==> src/rtl/modbus_rtu_frame_check_assert.svh <==
// assertion macros shared by the frame check rtl
`ifndef MODBUS_RTU_FRAME_CHECK_ASSERT_SVH
`define MODBUS_RTU_FRAME_CHECK_ASSERT_SVH

// same-cycle implication, checked out of reset
`define MRFC_ASSERT_NOW(label, ante, cons, msg) \
  label: assert property (@(posedge clk) disable iff (!rst_n) (ante) |-> (cons)) \
    else $error(msg);

// next-cycle implication, checked out of reset
`define MRFC_ASSERT_NEXT(label, ante, cons, msg) \
  label: assert property (@(posedge clk) disable iff (!rst_n) (ante) |=> (cons)) \
    else $error(msg);

`endif

==> src/rtl/mrfc_pkg.sv <==
// ----------------------------------------------------------------------------
// mrfc_pkg
// Shared constants, verdict codes and the byte-wide CRC-16 update for the
// Modbus RTU frame checker.
// ----------------------------------------------------------------------------
package mrfc_pkg;

  localparam int unsigned MAX_FRAME_DEF = 256;
  localparam int unsigned BYTE_W        = 8;
  localparam int unsigned CRC_W         = 16;
  localparam int unsigned LEN_W         = 9;
  localparam int unsigned VERDICT_W     = 2;

  localparam logic [CRC_W-1:0]  CRC_POLY     = 16'hA001;
  localparam logic [CRC_W-1:0]  CRC_INIT     = 16'hFFFF;
  localparam logic [BYTE_W-1:0] OWN_ADDR_RST = 8'h01;

  typedef enum logic [VERDICT_W-1:0] {
    VERDICT_OK       = 2'd0,
    VERDICT_CRC_ERR  = 2'd1,
    VERDICT_ADDR_ERR = 2'd2,
    VERDICT_LEN_ERR  = 2'd3
  } verdict_t;

  // reflected crc-16, one byte lsb first, unrolled
  function automatic logic [CRC_W-1:0] crc16_byte(input logic [CRC_W-1:0] crc,
                                                   input logic [BYTE_W-1:0] data);
    logic [CRC_W-1:0] c;
    c = crc ^ {{(CRC_W-BYTE_W){1'b0}}, data};
    for (int k = 0; k < BYTE_W; k++) begin
      if (c[0]) begin
        c = (c >> 1) ^ CRC_POLY;
      end else begin
        c = c >> 1;
      end
    end
    return c;
  endfunction

endpackage

==> src/rtl/modbus_rtu_frame_check.sv <==
// ----------------------------------------------------------------------------
// modbus_rtu_frame_check
// Checks received Modbus RTU frames byte by byte and reports one verdict per
// frame: crc, own address and length.
// ----------------------------------------------------------------------------
// Takes one byte per clock unless stalled: the byte-wide CRC-16 update is a
// single unrolled XOR network, so each beat updates the frame state in the
// cycle it is accepted. A frame's verdict lands in the output register, shown
// from the next cycle, on the edge that accepts the byte marked last, or in
// the skid if that register holds an untaken verdict. The two newest bytes
// sit in a two-byte delay and are compared against the running CRC (low byte
// first). A one-entry skid stage behind the output register lets bytes keep
// flowing while a verdict waits; in_stall rises only once both the output
// register and the skid hold verdicts. Frames shorter than 3 bytes or longer
// than MAX_FRAME get a length error. No clearing pass is needed after reset.
// ----------------------------------------------------------------------------
`include "modbus_rtu_frame_check_assert.svh"

module modbus_rtu_frame_check #(
  parameter int unsigned MAX_FRAME = mrfc_pkg::MAX_FRAME_DEF
) (
  input  logic                            clk,
  input  logic                            rst_n,
  // config
  input  logic                            cfg_wr_en,
  input  logic [mrfc_pkg::BYTE_W-1:0]     cfg_wr_data,
  // byte input
  input  logic                            in_valid,
  output logic                            in_stall,
  input  logic [mrfc_pkg::BYTE_W-1:0]     in_data_byte,
  input  logic                            in_last_byte,
  // verdict output
  output logic                            out_valid,
  input  logic                            out_stall,
  output logic [mrfc_pkg::VERDICT_W-1:0]  out_verdict,
  output logic [mrfc_pkg::LEN_W-1:0]      out_frame_length,
  output logic [mrfc_pkg::CRC_W-1:0]      out_computed_crc
);

  localparam int unsigned CNT_W = $clog2(MAX_FRAME + 2);
  localparam logic [CNT_W-1:0] CNT_MAX = CNT_W'(MAX_FRAME + 1);
  localparam logic [CNT_W-1:0] CNT_LIM = CNT_W'(MAX_FRAME);
  localparam logic [CNT_W-1:0] CNT_MIN = CNT_W'(3);
  localparam logic [CNT_W-1:0] CNT_TWO = CNT_W'(2);

  typedef struct packed {
    mrfc_pkg::verdict_t               verdict;
    logic [mrfc_pkg::LEN_W-1:0]       length;
    logic [mrfc_pkg::CRC_W-1:0]       crc;
  } result_t;

  logic [mrfc_pkg::BYTE_W-1:0] own_addr_r;
  logic [mrfc_pkg::CRC_W-1:0]  crc_r,  crc_nxt;
  logic [mrfc_pkg::BYTE_W-1:0] held0_r, held0_nxt;
  logic [mrfc_pkg::BYTE_W-1:0] held1_r, held1_nxt;
  logic [CNT_W-1:0]            count_r, count_nxt;
  logic [mrfc_pkg::BYTE_W-1:0] addr_r, addr_nxt;

  logic    out_valid_r, skid_valid_r;
  result_t out_r, skid_r;
  result_t res_nxt;

  logic in_acc, out_take, res_new;
  logic [CNT_W-1:0] len_sat;

  assign in_stall = skid_valid_r;
  assign in_acc   = in_valid & ~skid_valid_r;
  assign out_take = out_valid_r & ~out_stall;
  assign res_new  = in_acc & in_last_byte;

  // frame state update for the beat on the input
  always_comb begin
    addr_nxt  = (count_r == '0) ? in_data_byte : addr_r;
    crc_nxt   = (count_r >= CNT_TWO) ? mrfc_pkg::crc16_byte(crc_r, held0_r) : crc_r;
    held0_nxt = held1_r;
    held1_nxt = in_data_byte;
    count_nxt = (count_r < CNT_MAX) ? count_r + CNT_W'(1) : count_r;
    len_sat   = (count_nxt > CNT_LIM) ? CNT_LIM : count_nxt;

    if (count_nxt < CNT_MIN || count_nxt > CNT_LIM) begin
      res_nxt.verdict = mrfc_pkg::VERDICT_LEN_ERR;
    end else if (crc_nxt[7:0] != held0_nxt || crc_nxt[15:8] != held1_nxt) begin
      res_nxt.verdict = mrfc_pkg::VERDICT_CRC_ERR;
    end else if (addr_nxt != own_addr_r) begin
      res_nxt.verdict = mrfc_pkg::VERDICT_ADDR_ERR;
    end else begin
      res_nxt.verdict = mrfc_pkg::VERDICT_OK;
    end
    res_nxt.length = mrfc_pkg::LEN_W'(len_sat);
    res_nxt.crc    = crc_nxt;
  end

  always_ff @(posedge clk) begin
    if (!rst_n) begin
      own_addr_r <= mrfc_pkg::OWN_ADDR_RST;
    end else if (cfg_wr_en) begin
      own_addr_r <= cfg_wr_data;
    end
  end

  always_ff @(posedge clk) begin
    if (!rst_n) begin
      crc_r   <= mrfc_pkg::CRC_INIT;
      held0_r <= '0;
      held1_r <= '0;
      count_r <= '0;
      addr_r  <= '0;
    end else if (in_acc) begin
      if (in_last_byte) begin
        crc_r   <= mrfc_pkg::CRC_INIT;
        held0_r <= '0;
        held1_r <= '0;
        count_r <= '0;
        addr_r  <= '0;
      end else begin
        crc_r   <= crc_nxt;
        held0_r <= held0_nxt;
        held1_r <= held1_nxt;
        count_r <= count_nxt;
        addr_r  <= addr_nxt;
      end
    end
  end

  // output register with one skid entry behind it
  always_ff @(posedge clk) begin
    if (!rst_n) begin
      out_valid_r  <= 1'b0;
      skid_valid_r <= 1'b0;
    end else if (skid_valid_r) begin
      if (out_take) begin
        out_valid_r  <= 1'b1;
        skid_valid_r <= 1'b0;
      end
    end else if (res_new) begin
      if (!out_valid_r || out_take) begin
        out_valid_r <= 1'b1;
      end else begin
        skid_valid_r <= 1'b1;
      end
    end else if (out_take) begin
      out_valid_r <= 1'b0;
    end
  end

  always_ff @(posedge clk) begin
    if (skid_valid_r) begin
      if (out_take) begin
        out_r <= skid_r;
      end
    end else if (res_new) begin
      if (!out_valid_r || out_take) begin
        out_r <= res_nxt;
      end else begin
        skid_r <= res_nxt;
      end
    end
  end

  assign out_valid        = out_valid_r;
  assign out_verdict      = out_r.verdict;
  assign out_frame_length = out_r.length;
  assign out_computed_crc = out_r.crc;

  `MRFC_ASSERT_NOW(a_skid_behind_out, skid_valid_r, out_valid_r, "skid full with empty output")
  `MRFC_ASSERT_NOW(a_count_bound, 1'b1, count_r <= CNT_MAX, "byte count past saturation")
  `MRFC_ASSERT_NEXT(a_frame_cleared, res_new, count_r == '0 && crc_r == mrfc_pkg::CRC_INIT, "frame state not cleared after last beat")
  `MRFC_ASSERT_NEXT(a_skid_catch, res_new && out_valid_r && out_stall, skid_valid_r, "verdict lost while output stalled")

endmodule
==> config.mk <==
export PLATFORM = sky130hd
export DESIGN_NAME = modbus_rtu_frame_check
export DESIGN_NICKNAME = d
export VERILOG_FILES = /design/src/rtl/mrfc_pkg.sv /design/src/rtl/modbus_rtu_frame_check.sv
export VERILOG_INCLUDE_DIRS = /design/src /design/src/rtl
export SDC_FILE = /design/constraint.sdc
export NUM_CORES = 1
export LEC_CHECK = 0
export ABC_CLOCK_PERIOD_IN_PS = 3150
export BUFFER_PORTS_ARGS = -buffer_cell sky130_fd_sc_hd__buf_2
export CAP_MARGIN = 20
export CORE_ASPECT_RATIO = 1.25
export CORE_MARGIN = 2
export CORE_UTILIZATION = 45
export CTS_BUF_LIST = sky130_fd_sc_hd__clkbuf_16
export DETAILED_ROUTE_END_ITERATION = 10
export HOLD_SLACK_MARGIN = 0.08
export PLACE_DENSITY = 0.64
export SLEW_MARGIN = 25
export SYNTH_ARGS = -nofsm -noshare
export SYNTH_HDL_FRONTEND = slang
export SYNTH_SLANG_ARGS = --single-unit
==> constraint.sdc <==
create_clock -name clk -period 3.15 [get_ports clk]
set_input_delay 0.1575 -clock clk [delete_from_list [all_inputs] [get_ports clk]]
set_output_delay 0.1575 -clock clk [all_outputs]
set_load 0.01 [all_outputs]
==> run metrics <==
run status=finished clean; # port buffers=50; Reg area=2803 um2; Post-synth EDFFs=54; Chip Width=105.4 um; TritonCTS Buffers=17; post-layout util=53.95%; Final WS setup=0.3450 ns; Final Hold Vio Count=0; crit-path max FO=17; Worst slew margin=57.91%; largest net degree at the start of global routing=48; routability cong.=0.9312; Avg Inst Size Synth=10.38 um2; Rows=46; Ys Warns=0; sequential area share after synthesis=48.48%; drt total wl=12230 um; count leader, synth=nand2_1; WL/cell=15.56 um; fmax=0.3565 GHz; synthesized area=5781 um2; Post-Synth Simple-Gate Area=16.41%; # IOs=51; Crit Path Class=register to register; Power Density=592.0 nW/um2; H-tree levels=4; via count=4154; TritonCTS clock tree=done; Post-Synth XOR/XNOR Area=9.026%; Clock Skew=0.006396 ns; initial antenna violation count=0; hold-critical path depth=3; Initial Util=45.86%; # clock sinks=113; worst r2r dst=out_verdict[0]$_DFFE_PP_; Hold Path Class=input pin to register; Reg2Reg Launch Point=count_r[0]$_SDFFE_PN0P_; area leader, netlist=edfxtp_1; Tmin final=2.805 ns; Worst-path clk slew=0.05 ns; count of final max-slew check failures=0; Place WS=0.3518 ns; final number of setup-violating endpoints=0; GRT Total Usage=19.04%; Critical Path End=out_verdict[0]$_DFFE_PP_; DIE AREA=13770 um2; adder-cell area share of the yosys netlist=0.6494%; R2R Setup Slk=0.34 ns; Remaining DRCs=0; arrival time at the worst endpoint=2.93 ns; synthesis-to-layout area growth=17.64%; Vert. Die Dim=130.7 um; post-synth cell types=66; postcts setup bufs=0; first-pass GRT wire length=20500 um; peak supply drop=372.1 uV; area of the multi-input gates=2690 um2; Vias per Instance=5.285; WP data required=3.28 ns; First DRT Iteration DRCs=267; vias in the first global route=3982; post-DP HPWL=8491 um; post-synthesis mux area share=7.186%; cells after synthesis=557; post-layout power=0.004026 W; CP Capture Type=register; Startpoint Class=register; Clock Path Buffers=2; share of post-route cells with drive strength above 1=19.42%; Synth Net Count=582; r2r worst-path depth=9; CORE AREA=12600 um2; Async SR Flop Fraction=0%; RSZ-0062 raised after global routing=no; Synth Area in Compound Gates=13.16%; crit share post-route=89.05%; top post-synthesis cells by area=edfxtp_1, dfxtp_1, nand2_1; Root Buffer=clkbuf_16; later-pin clock latency in the skew report=0.41 ns; Commonest cells post-synth=nand2_1, dfxtp_1, edfxtp_1, clkbuf_1, xnor2_1; FILL cells=1105; main combinational cell family by area after synthesis=simple AND/OR/NAND/NOR gates; leakage power=2.524 nW; #FFs+latches synth=113; drt pass-1 iters=4; Final nets=630; Critical Path Start=count_r[0]$_SDFFE_PN0P_; max-cap viol count=0; Detail Route Antenna Nets=0; Slew @ Worst Pin=0.6314 ns; ant diodes=0; post-synth top area share=28.05%; predominant post-synthesis flop cell=dfxtp_1; TNS Setup=0 ns; grt ovf=0
[kinds of logic after synthesis]
group | count (synthesis)
AO/OA/AOI/OAI | 110
AND/OR/NAND/NOR | 176
flip-flops | 113
multiplexers | 38
adder cells (fa/ha/maj) | 3
XOR/XNOR | 53
buffers and inverters | 64
[layout make-up]
type	instances	share of cell area (%)
clock buffers	17	6.256
well taps	168	3.091
repair buffers	69	6.182
clock inverters	15	2.374
inverters	24	1.325
flip-flops and latches	113	41.21
multi-input cells	380	39.56
[worst max-delay path, stage by stage, from the launching register on]
cell,delay (ns)
dfxtp_1,0.40
inv_1,0.11
ha_1,0.22
nor2_2,0.23
nand3_4,0.32
mux2i_1,0.42
xnor2_1,0.13
nor4_2,0.32
and4_1,0.26
a31oi_1,0.10
[layout by cell type (no fill, tap or decap), types with 4 or more instances in the layout]
cell type	netlist	routed
and2_1	5	5
clkinv_4	0	5
a31oi_1	5	5
nand3b_1	14	14
o31ai_1	8	8
nand4_1	6	6
xor2_1	19	19
mux2i_1	25	25
a22oi_1	11	11
o21ai_0	20	20
mux2_2	9	9
nand3_1	7	7
inv_1	24	25
nor2_1	21	20
a21oi_1	8	8
and3_1	5	5
buf_2	1	50
clkbuf_16	0	17
nand2_1	69	69
nor2b_1	22	22
or3_1	6	6
o211ai_1	12	12
buf_4	2	8
dfxtp_1	59	59
dlygate4sd3_1	0	11
edfxtp_1	54	54
a21boi_0	18	17
o21ai_1	4	4
xnor2_1	29	29
[report_power, final]
part,total [W],internal (W),switching (W),leakage (nW)
Sequential,0.00164,0.00161,0.0000387,0.956
Clock,0.00188,0.00117,0.000712,0.282
Combinational,0.000499,0.000220,0.000279,1.29
Total,0.00403,0.00300,0.00103,2.52
[registers in the layout, summed over array words and instances, names as in the netlist]
register,cells
out_frame_length,9
count_r,9
skid_r,27
own_addr_r,8
held0_r,8
out_valid,1
addr_r,8
out_computed_crc,16
crc_r,16
in_stall,1
out_verdict,2
held0_nxt,8
[metrics by stage]
step | hold WS [ns] | cells | area, um2
floorplan | 0.2864 | 557 | 5781
global placement | 0.3779 | 743 | 6103
detailed placement | 0.3843 | 743 | 6103
CTS | 0.08480 | 786 | 6800
global route | 0.1028 | 786 | 6800
finish | 0.09720 | 786 | 6800
[metal layers]
layer / track usage (%) / wire (um) / vias to the layer above
li1: - / - / 2078
met1: 24.68 / 5574 / 1951
met2: 30.82 / 5755 / 100
met3: 3.770 / 588 / 25
met4: 9.020 / 314 / 0
met5: 0 / 0 / -
[repair_timing]
item | CTS | global route
resized for setup | 0 | 0
setup endpoints to repair | 0 | 0
endpoints found under the hold margin | 11 | 0
hold buffers | 11 | 0
[how the worst min path moves through the flow]
stage | start | end | slack [ns]
after global placement | cfg_wr_data[0] | own_addr_r[0]$_SDFFE_PN1P_ | 0.38
after floorplan | cfg_wr_data[0] | own_addr_r[0]$_SDFFE_PN1P_ | 0.29
after detailed placement | cfg_wr_data[0] | own_addr_r[0]$_SDFFE_PN1P_ | 0.38
final | in_data_byte[4] | held0_nxt[4]$_SDFFE_PN0P_ | 0.1
after global routing | in_data_byte[2] | held0_nxt[2]$_SDFFE_PN0P_ | 0.10
after CTS | in_data_byte[4] | held0_nxt[4]$_SDFFE_PN0P_ | 0.08
No activity file was read; power rests on OpenSTA's default activity.
